### config.mk
export PLATFORM = sky130hd
export DESIGN_NAME = spq_agu
export DESIGN_NICKNAME = d
export VERILOG_FILES = /design/src/hdl/assert_macros.svh /design/src/hdl/spq_pkg.sv /design/src/hdl/spq_agu.sv
export SDC_FILE = /design/constraint.sdc
export NUM_CORES = 1
export LEC_CHECK = 0
export ABC_CLOCK_PERIOD_IN_PS = 800
export BUFFER_PORTS_ARGS = -buffer_cell sky130_fd_sc_hd__buf_2
export CORE_AREA = 2 2 39 41
export DETAILED_ROUTE_END_ITERATION = 7
export DIE_AREA = 0 0 41 43
export GPL_TIMING_DRIVEN = 1
export MAX_ROUTING_LAYER = met4
export SETUP_SLACK_MARGIN = 0.15
export SLEW_MARGIN = 20
export SYNTH_ARGS = -nofsm -noshare
export SYNTH_HDL_FRONTEND = slang
export SYNTH_SLANG_ARGS = --single-unit
### constraint.sdc
create_clock -name vclk -period 0.8
set_input_delay 0 -clock vclk [all_inputs]
set_output_delay 0 -clock vclk [all_outputs]
set_load 0.02 [all_outputs]
### src/hdl/assert_macros.svh
// ----------------------------------------------------------------------------
// assert_macros.svh
// Shared concurrent assertion macros for the priority queue RTL.
// ----------------------------------------------------------------------------
`ifndef ASSERT_MACROS_SVH
`define ASSERT_MACROS_SVH

// same-cycle implication
`define SPQ_ASSERT_IMP(lbl, clk, rstn, ante, cons, msg) \
	lbl: assert property (@(posedge clk) disable iff (!rstn) (ante) |-> (cons)) \
		else $error(msg);

// next-cycle implication
`define SPQ_ASSERT_NXT(lbl, clk, rstn, ante, cons, msg) \
	lbl: assert property (@(posedge clk) disable iff (!rstn) (ante) |=> (cons)) \
		else $error(msg);

`endif

### src/hdl/spq_pkg.sv
// ----------------------------------------------------------------------------
// spq_pkg
// Types and constants for the stable priority queue.
// ----------------------------------------------------------------------------
package spq_pkg;

	localparam int QUEUE_DEPTH_DEF = 16;
	localparam int VALUE_W         = 32;
	localparam int PRIO_W          = 8;
	localparam int ENTRY_W         = VALUE_W + PRIO_W;

	typedef enum logic [1:0] {
		OP_ENQ = 2'd0,
		OP_DEQ = 2'd1,
		OP_TRV = 2'd2,
		OP_RSV = 2'd3
	} op_t;

	typedef enum logic [2:0] {
		ST_INSERTED  = 3'd0,
		ST_REMOVED   = 3'd1,
		ST_UNDERFLOW = 3'd2,
		ST_OVERFLOW  = 3'd3,
		ST_LISTED    = 3'd4,
		ST_EMPTY     = 3'd5
	} status_t;

	typedef enum logic [1:0] {
		AS_POS,
		AS_POSM1,
		AS_IDX,
		AS_HEAD
	} addr_sel_t;

	typedef enum logic [3:0] {
		S_IDLE,
		S_ERD,
		S_ECMP,
		S_INS,
		S_DRD,
		S_DOUT,
		S_TRD,
		S_TOUT,
		S_OVF,
		S_UND,
		S_EMP
	} state_t;

	typedef struct packed {
		logic in_valid;
		op_t  op;
		logic full;
		logic empty;
		logic pos_one;
		logic gt;
		logic out_free;
		logic idx_last;
	} stat_t;

	typedef struct packed {
		logic      in_ready;
		logic      item_ld;
		logic      rd_en;
		logic      wr_en;
		logic      wr_item;
		addr_sel_t asel;
		logic      pos_dec;
		logic      cnt_inc;
		logic      cnt_dec;
		logic      head_inc;
		logic      idx_inc;
		logic      out_ld;
		status_t   out_status;
		logic      out_data;
		logic      out_last;
	} ctl_t;

endpackage

### src/hdl/spq_agu.sv
// ----------------------------------------------------------------------------
// spq_agu
// Ring address unit: head pointer plus logical index, wrapped at depth.
// ----------------------------------------------------------------------------
module spq_agu import spq_pkg::*; #(
	parameter int DEPTH = QUEUE_DEPTH_DEF
) (
	input  logic [$clog2(DEPTH)-1:0] head,
	input  logic [$clog2(DEPTH)-1:0] lidx,
	output logic [$clog2(DEPTH)-1:0] phys
);

	localparam int AW = $clog2(DEPTH);

	logic [AW:0] sum;

	always_comb begin
		sum = {1'b0, head} + {1'b0, lidx};
		if (sum >= (AW+1)'(DEPTH)) begin
			sum = sum - (AW+1)'(DEPTH);
		end
		phys = sum[AW-1:0];
	end

endmodule

==> flow_summary.html, run 1 <==
<table>
<tr><th>Metric</th><th>Value</th></tr>
<tr><th colspan="2">Setup path</th></tr>
<tr><td>Cell-by-cell listing of the critical path</td><td>buf_8, ha_4, a21o_1, a21oi_2, xnor2_2, buf_4</td></tr>
<tr><td>Element type at the critical path start</td><td>primary input</td></tr>
<tr><td>Cell class contributing the biggest share of worst-path delay</td><td>compound AO/OA/AOI/OAI gates</td></tr>
<tr><td>Highest cell delay on the worst timing path</td><td>0.22 ns</td></tr>
<tr><td>Critical path arrival</td><td>0.91 ns</td></tr>
<tr><td>Worst setup path class</td><td>in -&gt; out</td></tr>
<tr><td>Slowest library cell on the worst path</td><td>sky130_fd_sc_hd__ha_4</td></tr>
<tr><td>Worst path buffer plus inverter count</td><td>2</td></tr>
<tr><td>Type of element capturing the critical path</td><td>output pin</td></tr>
<tr><td>Crit path max fanout</td><td>2</td></tr>
<tr><td>Required time of the worst setup path</td><td>0.80 ns</td></tr>
<tr><th colspan="2">Synthesis</th></tr>
<tr><td>Proportion of synthesized area in mux cells</td><td>0</td></tr>
<tr><td>Synthesized-area fraction occupied by xor and xnor cells</td><td>0.262</td></tr>
<tr><td>Synthesis Warnings</td><td>0</td></tr>
<tr><td>Arithmetic-cell share of the synthesized area counting full adders, half adders and majority gates</td><td>0.575</td></tr>
<tr><td>Synthesized-area fraction occupied by ao, oa, aoi and oai cells</td><td>0.162</td></tr>
<tr><td>Sequential cell area fraction in the yosys report</td><td>0</td></tr>
<tr><td>Syn nets</td><td>21</td></tr>
<tr><td>Synthesized area per cell</td><td>11.1 sq um</td></tr>
<tr><td>Area of the mapped netlist</td><td>100 sq um</td></tr>
<tr><td>Simple-gate share of the synthesized area</td><td>0</td></tr>
<tr><td>Main combinational cell family by area after synthesis</td><td>adder cells</td></tr>
<tr><td>Library cells used by synthesis</td><td>6</td></tr>
<tr><td>Number of standard cells after synthesis</td><td>9</td></tr>
<tr><th colspan="2">Cells and area</th></tr>
<tr><td>NumNets Final</td><td>37</td></tr>
<tr><td>Share of post-route cells with drive strength above 1</td><td>0.870</td></tr>
<tr><td>FF/Latch Area</td><td>0 sq um</td></tr>
<tr><td>Layout overhead on the synthesized area</td><td>193%</td></tr>
<tr><td>Seq Cell Count</td><td>0</td></tr>
<tr><td>Antenna cells</td><td>0</td></tr>
<tr><td>Final-layout clock buffer total</td><td>0</td></tr>
<tr><td>Layout filler cell count</td><td>about 150</td></tr>
<tr><td>Finished Layout Cells</td><td>39</td></tr>
<tr><td>Final design instance area without fill</td><td>between 200 and 300 sq um</td></tr>
<tr><th colspan="2">Global routing</th></tr>
<tr><td>Global-route wire length before repair</td><td>just under 500 microns</td></tr>
<tr><td>Number of antenna violations at the first check in global routing</td><td>0</td></tr>
<tr><td>Most Crowded Layer GR</td><td>met2</td></tr>
<tr><td>Global Route met3 Usage</td><td>0.0105</td></tr>
<tr><td>Number of global-route vias before repair</td><td>127</td></tr>
<tr><td>Met2 Usage GRT</td><td>0.0813</td></tr>
<tr><td>Total congestion overflow</td><td>0</td></tr>
<tr><td>Combined global-route utilization of all metal layers</td><td>0.0410</td></tr>
<tr><td>Pin count of the biggest net entering global routing</td><td>3</td></tr>
<tr><td>Global Route met1 Usage</td><td>0.0381</td></tr>
<tr><th colspan="2">Die</th></tr>
<tr><td>Die width</td><td>41 microns</td></tr>
<tr><td>Standard cell core area</td><td>1380 sq um</td></tr>
<tr><td>Initial Utilization</td><td>0.0723</td></tr>
<tr><td>Ports placed on the boundary</td><td>12</td></tr>
<tr><td>Number of cell rows</td><td>14</td></tr>
<tr><td>Die outline height</td><td>43 microns</td></tr>
<tr><td>Die Area</td><td>~1800 sq um</td></tr>
<tr><th colspan="2">Routing</th></tr>
<tr><td>Vias after detailed routing</td><td>121</td></tr>
<tr><td>Antenna Nets Post-Route</td><td>0</td></tr>
<tr><td>Total wire length after detailed routing</td><td>342 microns</td></tr>
<tr><td>Drt drc</td><td>0</td></tr>
<tr><td>Violation count after the first detailed-routing iteration</td><td>0</td></tr>
<tr><td>Vias per inst</td><td>3.10</td></tr>
<tr><td>Number of optimization iterations in the first detailed-route pass</td><td>1</td></tr>
<tr><td>DR WL/cell</td><td>8.77 microns</td></tr>
<tr><th colspan="2">Power</th></tr>
<tr><td>Post-route total power</td><td>0.000254 W</td></tr>
<tr><td>Reported net switching power</td><td>~0.00011 W</td></tr>
<tr><td>Share of total power consumed by net switching</td><td>0.448</td></tr>
<tr><td>Power per Cell Area</td><td>867 nW/um^2</td></tr>
<tr><td>Register share of total power</td><td>0</td></tr>
<tr><td>Combinational fraction of design power</td><td>1.000</td></tr>
<tr><td>Peak supply drop</td><td>0.185 mV</td></tr>
<tr><td>Standby leakage power</td><td>between 0.1 and 0.15 nW</td></tr>
<tr><td>Int Pwr</td><td>0.000140 W</td></tr>
<tr><td>Clock group share of total power</td><td>0</td></tr>
<tr><th colspan="2">Clocking</th></tr>
<tr><td>Number of hold buffers added after cts</td><td>0</td></tr>
<tr><td>Post-CTS Setup Bufs</td><td>0</td></tr>
<tr><th colspan="2">STA</th></tr>
<tr><td>Final critical delay including setup and external delays</td><td>just over 0.9 ns</td></tr>
<tr><td>Hold slack final</td><td>0.337 ns</td></tr>
<tr><td>Transition time at the pin with the least slew margin</td><td>0.246 ns</td></tr>
<tr><td>Count of final hold-check violations</td><td>0</td></tr>
<tr><td>Setup repair after global routing missed its margin</td><td>true</td></tr>
<tr><td>Peak clock frequency supported by timing</td><td>1.10 GHz</td></tr>
<tr><td>Share of the clock period used by the worst path after layout</td><td>1.14</td></tr>
<tr><td>Worst slew margin</td><td>0.835</td></tr>
<tr><td>Total count of max-transition violations in the final report</td><td>0</td></tr>
<tr><td>Post-route setup slack</td><td>-0.110 ns</td></tr>
<tr><td>Setup Viol. Count Final</td><td>3</td></tr>
<tr><th colspan="2">Outcome</th></tr>
<tr><td>Violated checks</td><td>negative setup slack</td></tr>
<tr><td>Outcome</td><td>finished with violations</td></tr>
<tr><th colspan="2">Placement</th></tr>
<tr><td>Post-Place Cell Area</td><td>236 sq um</td></tr>
<tr><td>GP Congestion</td><td>0.457</td></tr>
<tr><td>Number of buffers inserted by port buffering</td><td>12</td></tr>
<tr><td>Number of placed instances with taps included</td><td>39</td></tr>
<tr><th colspan="2">Hold path</th></tr>
<tr><td>Hold WC Path Type</td><td>in -&gt; out</td></tr>
<tr><th colspan="2">Job</th></tr>
<tr><td>Max-cap violations</td><td>0</td></tr>
</table>
path summary, 6_finish.rpt:
check                 depth (start not counted)  slack, ns      end     from
worst min-delay path                          3       0.34  phys[0]  head[0]
worst max-delay path                          6      -0.11  phys[3]  lidx[1]
synth_stat cells, drive strengths merged:
cell type  number  area (sq um)
ha              3          37.5
xor2            2          17.5
a21o            1          7.51
a21oi           1          8.76
fa              1          20.0
xnor2           1          8.76
layer usage:
layer,part of all wire,up-vias
li1,-,60
met1,0.36,49
met2,0.45,12
met3,0.18,0
met4,0,0
met5,0,-
through the flow:
| step | utilization | setup TNS [ns] | worst slack [ns] |
|---|---|---|---|
| 2_1_floorplan | - | 0 | 0.0220 |
| 3_3_place_gp | 0.171 | -0.577 | -0.216 |
| 3_5_place_dp | 0.171 | -0.612 | -0.240 |
| 4_1_cts | 0.209 | -0.369 | -0.164 |
| 5_1_grt | 0.212 | -0.412 | -0.169 |
| 6_report | 0.212 | -0.307 | -0.110 |
logic make-up (layout without fill, tap and decap cells):
| kind of cell | Yosys count | count (layout) |
|---|---|---|
| compound gates | 2 | 2 |
| buf+inv | 0 | 14 |
| xor+xnor | 3 | 3 |
| fa+ha+maj | 4 | 4 |
area by class of cell:
type / count / area [sq um] / share of cell area
Tap cell: 16 / 20.0 / 0.0684
Multi-Input combinational cell: 9 / 154 / 0.526
Timing Repair Buffer: 14 / 119 / 0.406
placed cells by master, fill, tap and decap left out:
cell type,synthesis,final
sky130_fd_sc_hd__buf_6,0,5
sky130_fd_sc_hd__buf_2,0,5
sky130_fd_sc_hd__buf_4,0,3
sky130_fd_sc_hd__ha_4,0,2
sky130_fd_sc_hd__a21o_1,1,1
sky130_fd_sc_hd__a21oi_2,1,1
sky130_fd_sc_hd__xor2_1,2,1
sky130_fd_sc_hd__xnor2_2,0,1
sky130_fd_sc_hd__xor2_4,0,1
sky130_fd_sc_hd__fa_2,0,1
sky130_fd_sc_hd__ha_1,3,1
sky130_fd_sc_hd__buf_8,0,1
worst min-delay path: stages:
cell	delay, ns
sky130_fd_sc_hd__buf_6	0.07
sky130_fd_sc_hd__ha_4	0.11
sky130_fd_sc_hd__buf_2	0.15
repair_timing:
action	CTS	global route
endpoints found under the hold margin	0	0
pin swaps	7	3
endpoints found under the setup margin	3	3
gates resized for setup	10	1
power groups by stage:
stage          sequential [W]  combinational (W)  clock [W]
2_1_floorplan               0           0.000140          0
4_1_cts                     0           0.000253          0
3_5_place_dp                0           0.000204          0
5_1_grt                     0           0.000276          0
6_report                    0           0.000254          0
3_3_place_gp                0           0.000200          0
No activity file was read; power rests on OpenSTA's default activity.
==> inputs of run 2 (changes only) <==
- ABC_AREA: default -> 1
==> run 2 against run 1 <==
Net effect:
- the flow still finishes with violations (negative setup slack)
- combinational power rose by 6%
- routed wire length fell by 2.0%
- synthesized cell count rose by 89%
- first-iteration DRC count rose by 2
- global-route usage fell by 0.10 points
- fmax fell by 0.65%
- die area did not move
- count of clock-buffer cells in the layout did not move
- highest routed layer unchanged
==> flow_summary.html, run 2 <==
<table>
<tr><th>Metric</th><th>Value</th></tr>
<tr><th colspan="2">Die</th></tr>
<tr><td>Standard cell core area</td><td>1380 sq um</td></tr>
<tr><td>Die outline height</td><td>43 microns</td></tr>
<tr><td>Die width</td><td>41 microns</td></tr>
<tr><td>Number of cell rows</td><td>14</td></tr>
<tr><td>Die Area</td><td>1760 sq um</td></tr>
<tr><td>Initial Utilization</td><td>0.0895</td></tr>
<tr><td>Ports placed on the boundary</td><td>12</td></tr>
<tr><th colspan="2">Placement</th></tr>
<tr><td>Post-Place Cell Area</td><td>roughly 280 sq um</td></tr>
<tr><td>GP Congestion</td><td>0.706</td></tr>
<tr><td>Number of placed instances with taps included</td><td>47</td></tr>
<tr><td>Number of buffers inserted by port buffering</td><td>12</td></tr>
<tr><td>Dpl hpwl</td><td>317 microns</td></tr>
<tr><th colspan="2">Cells and area</th></tr>
<tr><td>Final-layout clock buffer total</td><td>0</td></tr>
<tr><td>Seq Cell Count</td><td>0</td></tr>
<tr><td>FF/Latch Area</td><td>0 sq um</td></tr>
<tr><td>NumNets Final</td><td>45</td></tr>
<tr><td>Most frequent cells in the layout</td><td>sky130_fd_sc_hd__buf_6, sky130_fd_sc_hd__nand2_1, sky130_fd_sc_hd__buf_2, sky130_fd_sc_hd__inv_1, sky130_fd_sc_hd__ha_4</td></tr>
<tr><td>Share of post-route cells with drive strength above 1</td><td>0.710</td></tr>
<tr><td>Final design instance area without fill</td><td>337 sq um</td></tr>
<tr><td>Finished Layout Cells</td><td>47</td></tr>
<tr><td>Layout overhead on the synthesized area</td><td>172%</td></tr>
<tr><td>Antenna cells</td><td>0</td></tr>
<tr><td>Most common cell after layout, fill and taps aside</td><td>sky130_fd_sc_hd__buf_6</td></tr>
<tr><td>Layout filler cell count</td><td>150</td></tr>
<tr><th colspan="2">Power</th></tr>
<tr><td>Register share of total power</td><td>0</td></tr>
<tr><td>Int Pwr</td><td>0.000150 W</td></tr>
<tr><td>Power per Cell Area</td><td>803 nW/um^2</td></tr>
<tr><td>Clock group share of total power</td><td>0</td></tr>
<tr><td>Share of total power consumed by net switching</td><td>0.444</td></tr>
<tr><td>Peak supply drop</td><td>0.200 mV</td></tr>
<tr><td>Reported net switching power</td><td>0.000120 W</td></tr>
<tr><td>Post-route total power</td><td>0.000270 W</td></tr>
<tr><td>Standby leakage power</td><td>0.155 nW</td></tr>
<tr><td>Combinational fraction of design power</td><td>1.000</td></tr>
<tr><th colspan="2">STA</th></tr>
<tr><td>Post-route setup slack</td><td>-0.116 ns</td></tr>
<tr><td>Transition time at the pin with the least slew margin</td><td>0.116 ns</td></tr>
<tr><td>Setup repair after global routing missed its margin</td><td>true</td></tr>
<tr><td>Setup Viol. Count Final</td><td>2</td></tr>
<tr><td>Count of final hold-check violations</td><td>0</td></tr>
<tr><td>Total count of max-transition violations in the final report</td><td>0</td></tr>
<tr><td>Share of the clock period used by the worst path after layout</td><td>1.15</td></tr>
<tr><td>Final critical delay including setup and external delays</td><td>0.916 ns</td></tr>
<tr><td>Setup TNS</td><td>-0.201 ns</td></tr>
<tr><td>Worst slew margin</td><td>0.922</td></tr>
<tr><td>Peak clock frequency supported by timing</td><td>1.09 GHz</td></tr>
<tr><th colspan="2">Synthesis</th></tr>
<tr><td>Sequential cell area fraction in the yosys report</td><td>0</td></tr>
<tr><td>Cell types with the largest area share after synthesis</td><td>sky130_fd_sc_hd__ha_1, sky130_fd_sc_hd__nand2_1, sky130_fd_sc_hd__fa_1</td></tr>
<tr><td>Cell type contributing the most total cell area after synthesis</td><td>sky130_fd_sc_hd__ha_1</td></tr>
<tr><td>Area of the mapped netlist</td><td>124 sq um</td></tr>
<tr><td>Area share of the largest cell type after synthesis</td><td>0.303</td></tr>
<tr><td>Number of standard cells after synthesis</td><td>17</td></tr>
<tr><td>Most frequent cell after synthesis</td><td>sky130_fd_sc_hd__nand2_1</td></tr>
<tr><td>Library cells used by synthesis</td><td>8</td></tr>
<tr><td>Leading cell types by count after synthesis</td><td>sky130_fd_sc_hd__nand2_1, sky130_fd_sc_hd__ha_1, sky130_fd_sc_hd__inv_1</td></tr>
<tr><td>Syn nets</td><td>29</td></tr>
<tr><td>Synthesis Warnings</td><td>0</td></tr>
<tr><td>Synthesized area per cell</td><td>7.29 sq um</td></tr>
<tr><th colspan="2">Global routing</th></tr>
<tr><td>Total congestion overflow</td><td>0</td></tr>
<tr><td>Combined global-route utilization of all metal layers</td><td>0.0400</td></tr>
<tr><td>Met2 Usage GRT</td><td>0.0688</td></tr>
<tr><td>Most Crowded Layer GR</td><td>met2</td></tr>
<tr><td>Pin count of the biggest net entering global routing</td><td>4</td></tr>
<tr><td>Number of global-route vias before repair</td><td>140</td></tr>
<tr><td>Global Route met3 Usage</td><td>0</td></tr>
<tr><td>Number of antenna violations at the first check in global routing</td><td>0</td></tr>
<tr><td>Global Route met1 Usage</td><td>0.0540</td></tr>
<tr><td>Global-route wire length before repair</td><td>496 microns</td></tr>
<tr><th colspan="2">Job</th></tr>
<tr><td>Max-cap violations</td><td>0</td></tr>
<tr><th colspan="2">Clocking</th></tr>
<tr><td>Number of hold buffers added after cts</td><td>0</td></tr>
<tr><th colspan="2">Setup path</th></tr>
<tr><td>Worst path buffer plus inverter count</td><td>2</td></tr>
<tr><td>Most repeated library cell on the critical path</td><td>sky130_fd_sc_hd__buf_6</td></tr>
<tr><td>Crit path max fanout</td><td>2</td></tr>
<tr><td>Required time of the worst setup path</td><td>0.80 ns</td></tr>
<tr><td>Cell-by-cell listing of the critical path</td><td>buf_6, ha_4, fa_2, xor2_4, buf_6</td></tr>
<tr><td>Critical path arrival</td><td>0.92 ns</td></tr>
<tr><td>Slowest library cell on the worst path</td><td>sky130_fd_sc_hd__fa_2</td></tr>
<tr><td>Element type at the critical path start</td><td>primary input</td></tr>
<tr><td>Highest cell delay on the worst timing path</td><td>about 0.38 ns</td></tr>
<tr><td>Type of element capturing the critical path</td><td>output pin</td></tr>
<tr><td>Worst setup path startpoint</td><td>head[0]</td></tr>
<tr><td>Cell class contributing the biggest share of worst-path delay</td><td>adder cells</td></tr>
<tr><td>Worst setup path class</td><td>in -&gt; out</td></tr>
<tr><th colspan="2">Routing</th></tr>
<tr><td>Total wire length after detailed routing</td><td>between 300 and 400 microns</td></tr>
<tr><td>Vias after detailed routing</td><td>156</td></tr>
<tr><td>Vias per inst</td><td>~3.3</td></tr>
<tr><td>Drt drc</td><td>0</td></tr>
<tr><td>Number of optimization iterations in the first detailed-route pass</td><td>2</td></tr>
<tr><td>Violation count after the first detailed-routing iteration</td><td>2</td></tr>
<tr><td>Antenna Nets Post-Route</td><td>0</td></tr>
<tr><td>DR WL/cell</td><td>7.13 microns</td></tr>
<tr><th colspan="2">Outcome</th></tr>
<tr><td>Outcome</td><td>finished with violations</td></tr>
<tr><td>Violated checks</td><td>negative setup slack</td></tr>
<tr><th colspan="2">Hold path</th></tr>
<tr><td>Sink of the worst hold path</td><td>phys[0]</td></tr>
<tr><td>Hold WC Path Type</td><td>in -&gt; out</td></tr>
<tr><td>Startpoint of the worst hold path</td><td>lidx[0]</td></tr>
<tr><td>Worst hold path cell count</td><td>3</td></tr>
</table>
## run 2: changes by cell type after synthesis, sizes merged
cell	delta
a21o	-1
inv	+3
nand2	+6
nand3	+2
xnor2	-1
xor2	-1
## run 2: worst max-delay path by stage
stage	end	slack [ns]	depth (start not counted)
3_3_place_gp	phys[2]	-0.18	5
6_report	phys[2]	-0.12	5
3_5_place_dp	phys[2]	-0.19	5
5_1_grt	phys[2]	-0.13	5
4_1_cts	phys[2]	-0.12	5
2_1_floorplan	phys[2]	0.05	3
## run 2: cell type report
class,instances,area (sq um),area share
repair buffers,14,131,0.390
multi-input cells,14,174,0.517
inverters,3,11.3,0.0335
well taps,16,20.0,0.0595
## run 2: logic make-up after synthesis
family,synth area share
buffers and inverters,0.0909
adder cells (fa/ha/maj),0.465
AND/OR/NAND/NOR,0.303
AO/OA/AOI/OAI,0.0707
XOR/XNOR,0.0707
## run 2: what timing repair did
item,CTS,global route
setup buffers,0,0
endpoints found under the setup margin,3,3
pin swaps,5,4
resized for setup,9,2
## run 2: power groups by stage
stage / combinational [W] / sequential, W / clock (W)
after floorplan: 0.000143 / 0 / 0
after global placement: 0.000217 / 0 / 0
after detailed placement: 0.000221 / 0 / 0
after CTS: 0.000265 / 0 / 0
after global routing: 0.000293 / 0 / 0
final: 0.000270 / 0 / 0
## run 2: metal layers
metal,wire [microns],up-vias,share of wire
li1,-,81,-
met1,144,66,0.43
met2,152,9,0.45
met3,37,0,0.11
met4,0,0,0
met5,0,-,0
## run 2: per-stage QoR
step	hold slack, ns	utilization	worst slack [ns]
6_report	0.323	0.243	-0.116
5_1_grt	0.328	0.243	-0.130
4_1_cts	0.326	0.230	-0.122
3_5_place_dp	0.360	0.203	-0.191
3_3_place_gp	0.351	0.203	-0.181
2_1_floorplan	0.135	-	0.0525
==> inputs of run 3 (changes only) <==
- PLACE_DENSITY_LB_ADDON: default -> 0.2
==> run 3 against run 2 <==
Net effect:
- the run still ends with negative setup slack left
- core utilization increased by 0.54 points
- die area unchanged
- routed wire length grew 4.8%
- via count up 2.6%
==> flow_summary.html, run 3 (synthesis gave the netlist of run 2 again) <==
<table>
<tr><th>Metric</th><th>Value</th></tr>
<tr><th colspan="2">Routing</th></tr>
<tr><td>Met1 WL</td><td>159 microns</td></tr>
<tr><td>Top routing layer in use</td><td>met3</td></tr>
<tr><td>Violation count after the first detailed-routing iteration</td><td>2</td></tr>
<tr><td>Number of optimization iterations in the first detailed-route pass</td><td>2</td></tr>
<tr><td>Vias per inst</td><td>3.40</td></tr>
<tr><td>Drt drc</td><td>0</td></tr>
<tr><td>Routed wl met3</td><td>45 microns</td></tr>
<tr><td>Met2 WL</td><td>147 microns</td></tr>
<tr><td>DR WL/cell</td><td>7.47 microns</td></tr>
<tr><td>Total wire length after detailed routing</td><td>351 microns</td></tr>
<tr><td>Vias after detailed routing</td><td>160</td></tr>
<tr><td>Antenna Nets Post-Route</td><td>0</td></tr>
<tr><th colspan="2">Setup path</th></tr>
<tr><td>Most repeated library cell on the critical path</td><td>sky130_fd_sc_hd__buf_6</td></tr>
<tr><td>Highest cell delay on the worst timing path</td><td>0.37 ns</td></tr>
<tr><td>Worst setup path class</td><td>in -&gt; out</td></tr>
<tr><td>Type of element capturing the critical path</td><td>output pin</td></tr>
<tr><td>Cell-by-cell listing of the critical path</td><td>buf_6, ha_4, fa_2, xor2_4, buf_6</td></tr>
<tr><td>Slowest library cell on the worst path</td><td>sky130_fd_sc_hd__fa_2</td></tr>
<tr><td>Crit path max fanout</td><td>2</td></tr>
<tr><td>Worst path buffer plus inverter count</td><td>2</td></tr>
<tr><td>Cell class contributing the biggest share of worst-path delay</td><td>adder cells</td></tr>
<tr><td>Critical path arrival</td><td>0.91 ns</td></tr>
<tr><td>Element type at the critical path start</td><td>primary input</td></tr>
<tr><td>Required time of the worst setup path</td><td>about 0.80 ns</td></tr>
<tr><td>Worst setup path startpoint</td><td>head[0]</td></tr>
<tr><th colspan="2">Cells and area</th></tr>
<tr><td>Layout overhead on the synthesized area</td><td>178%</td></tr>
<tr><td>NumNets Final</td><td>45</td></tr>
<tr><td>Share of post-route cells with drive strength above 1</td><td>0.710</td></tr>
<tr><td>Most common cell after layout, fill and taps aside</td><td>sky130_fd_sc_hd__buf_6</td></tr>
<tr><td>Most frequent cells in the layout</td><td>sky130_fd_sc_hd__buf_6, sky130_fd_sc_hd__nand2_1, sky130_fd_sc_hd__buf_2, sky130_fd_sc_hd__inv_1, sky130_fd_sc_hd__ha_4</td></tr>
<tr><td>FF/Latch Area</td><td>0 sq um</td></tr>
<tr><td>Finished Layout Cells</td><td>47</td></tr>
<tr><td>Final design instance area without fill</td><td>344 sq um</td></tr>
<tr><td>Antenna cells</td><td>0</td></tr>
<tr><td>Layout filler cell count</td><td>152</td></tr>
<tr><td>Final-layout clock buffer total</td><td>0</td></tr>
<tr><td>Seq Cell Count</td><td>0</td></tr>
<tr><th colspan="2">Die</th></tr>
<tr><td>Die outline height</td><td>43 microns</td></tr>
<tr><td>Standard cell core area</td><td>1380 sq um</td></tr>
<tr><td>Die width</td><td>41 microns</td></tr>
<tr><td>Number of cell rows</td><td>14</td></tr>
<tr><td>Initial Utilization</td><td>0.0895</td></tr>
<tr><td>Die Area</td><td>1760 sq um</td></tr>
<tr><td>Ports placed on the boundary</td><td>12</td></tr>
<tr><th colspan="2">STA</th></tr>
<tr><td>Setup repair after global routing missed its margin</td><td>true</td></tr>
<tr><td>Total count of max-transition violations in the final report</td><td>0</td></tr>
<tr><td>Share of the clock period used by the worst path after layout</td><td>1.14</td></tr>
<tr><td>Count of final hold-check violations</td><td>0</td></tr>
<tr><td>Transition time at the pin with the least slew margin</td><td>0.109 ns</td></tr>
<tr><td>Setup Viol. Count Final</td><td>2</td></tr>
<tr><td>Hold slack final</td><td>0.326 ns</td></tr>
<tr><td>Worst slew margin</td><td>0.927</td></tr>
<tr><td>Peak clock frequency supported by timing</td><td>1.10 GHz</td></tr>
<tr><td>Final critical delay including setup and external delays</td><td>0.908 ns</td></tr>
<tr><td>Setup TNS</td><td>-0.195 ns</td></tr>
<tr><td>Post-route setup slack</td><td>-0.108 ns</td></tr>
<tr><th colspan="2">Global routing</th></tr>
<tr><td>Number of global-route vias before repair</td><td>around 120</td></tr>
<tr><td>Number of antenna violations at the first check in global routing</td><td>0</td></tr>
<tr><td>Global-route wire length before repair</td><td>about 500 microns</td></tr>
<tr><td>Total congestion overflow</td><td>0</td></tr>
<tr><td>Combined global-route utilization of all metal layers</td><td>0.0380</td></tr>
<tr><td>Pin count of the biggest net entering global routing</td><td>4</td></tr>
<tr><th colspan="2">Hold path</th></tr>
<tr><td>Hold WC Path Type</td><td>in -&gt; out</td></tr>
<tr><td>Startpoint of the worst hold path</td><td>lidx[0]</td></tr>
<tr><th colspan="2">Outcome</th></tr>
<tr><td>Violated checks</td><td>negative setup slack</td></tr>
<tr><td>Outcome</td><td>finished with violations</td></tr>
<tr><th colspan="2">Placement</th></tr>
<tr><td>Post-Place Cell Area</td><td>280 sq um</td></tr>
<tr><td>GP Congestion</td><td>0.533</td></tr>
<tr><td>Number of placed instances with taps included</td><td>47</td></tr>
<tr><td>Dpl hpwl</td><td>a little over 300 microns</td></tr>
<tr><td>Number of buffers inserted by port buffering</td><td>12</td></tr>
<tr><th colspan="2">Power</th></tr>
<tr><td>Post-route total power</td><td>0.000279 W</td></tr>
<tr><td>Power per Cell Area</td><td>810 nW/um^2</td></tr>
<tr><td>Peak supply drop</td><td>between 0.3 and 0.4 mV</td></tr>
<tr><td>Standby leakage power</td><td>0.157 nW</td></tr>
<tr><th colspan="2">Clocking</th></tr>
<tr><td>Post-CTS Setup Bufs</td><td>0</td></tr>
<tr><td>Number of hold buffers added after cts</td><td>0</td></tr>
<tr><th colspan="2">Job</th></tr>
<tr><td>Max-cap violations</td><td>0</td></tr>
</table>
[run 3: cell counts in the layout (fill, tap and decap cells not counted)]
Identical to the previous run, type by type.
[run 3: metrics by stage]
stage / setup slack [ns] / utilization
2_1_floorplan: 0.0525 / -
3_5_place_dp: -0.184 / 0.203
3_3_place_gp: -0.176 / 0.203
5_1_grt: -0.129 / 0.249
4_1_cts: -0.115 / 0.230
6_report: -0.108 / 0.249
[run 3: what timing repair did]
action | CTS | global route
pin swaps | 5 | 4
resized for setup | 9 | 3
endpoints found under the hold margin | 0 | 0
endpoints found under the setup margin | 3 | 3
[run 3: worst min-delay path, stage by stage]
cell and delay, ns:
sky130_fd_sc_hd__buf_6 0.07, sky130_fd_sc_hd__ha_4 0.10, sky130_fd_sc_hd__buf_2 0.15
[run 3: worst paths after layout]
kind	end	slack [ns]	depth (start not counted)
worst max-delay path	phys[2]	-0.11	5
worst min-delay path	phys[0]	0.33	3
[run 3: area by class of cell]
class / count / area [sq um] / area share
multi-input cells: 14 / 181 / 0.527
well taps: 16 / 20.0 / 0.0582
inverters: 3 / 11.3 / 0.0327
repair buffers: 14 / 131 / 0.382
[run 3: layer usage]
metal  track usage  vias up
met4             0        0
met3             0        0
li1              -       81
met1        0.0641       67
met5             -        -
met2        0.0531       12
[run 3: where the power goes]
| group | internal, W | total [W] | switching, W |
|---|---|---|---|
| sequential | 0 | 0 | 0 |
| combinational | 0.000156 | 0.000279 | 0.000123 |
| clock | 0 | 0 | 0 |
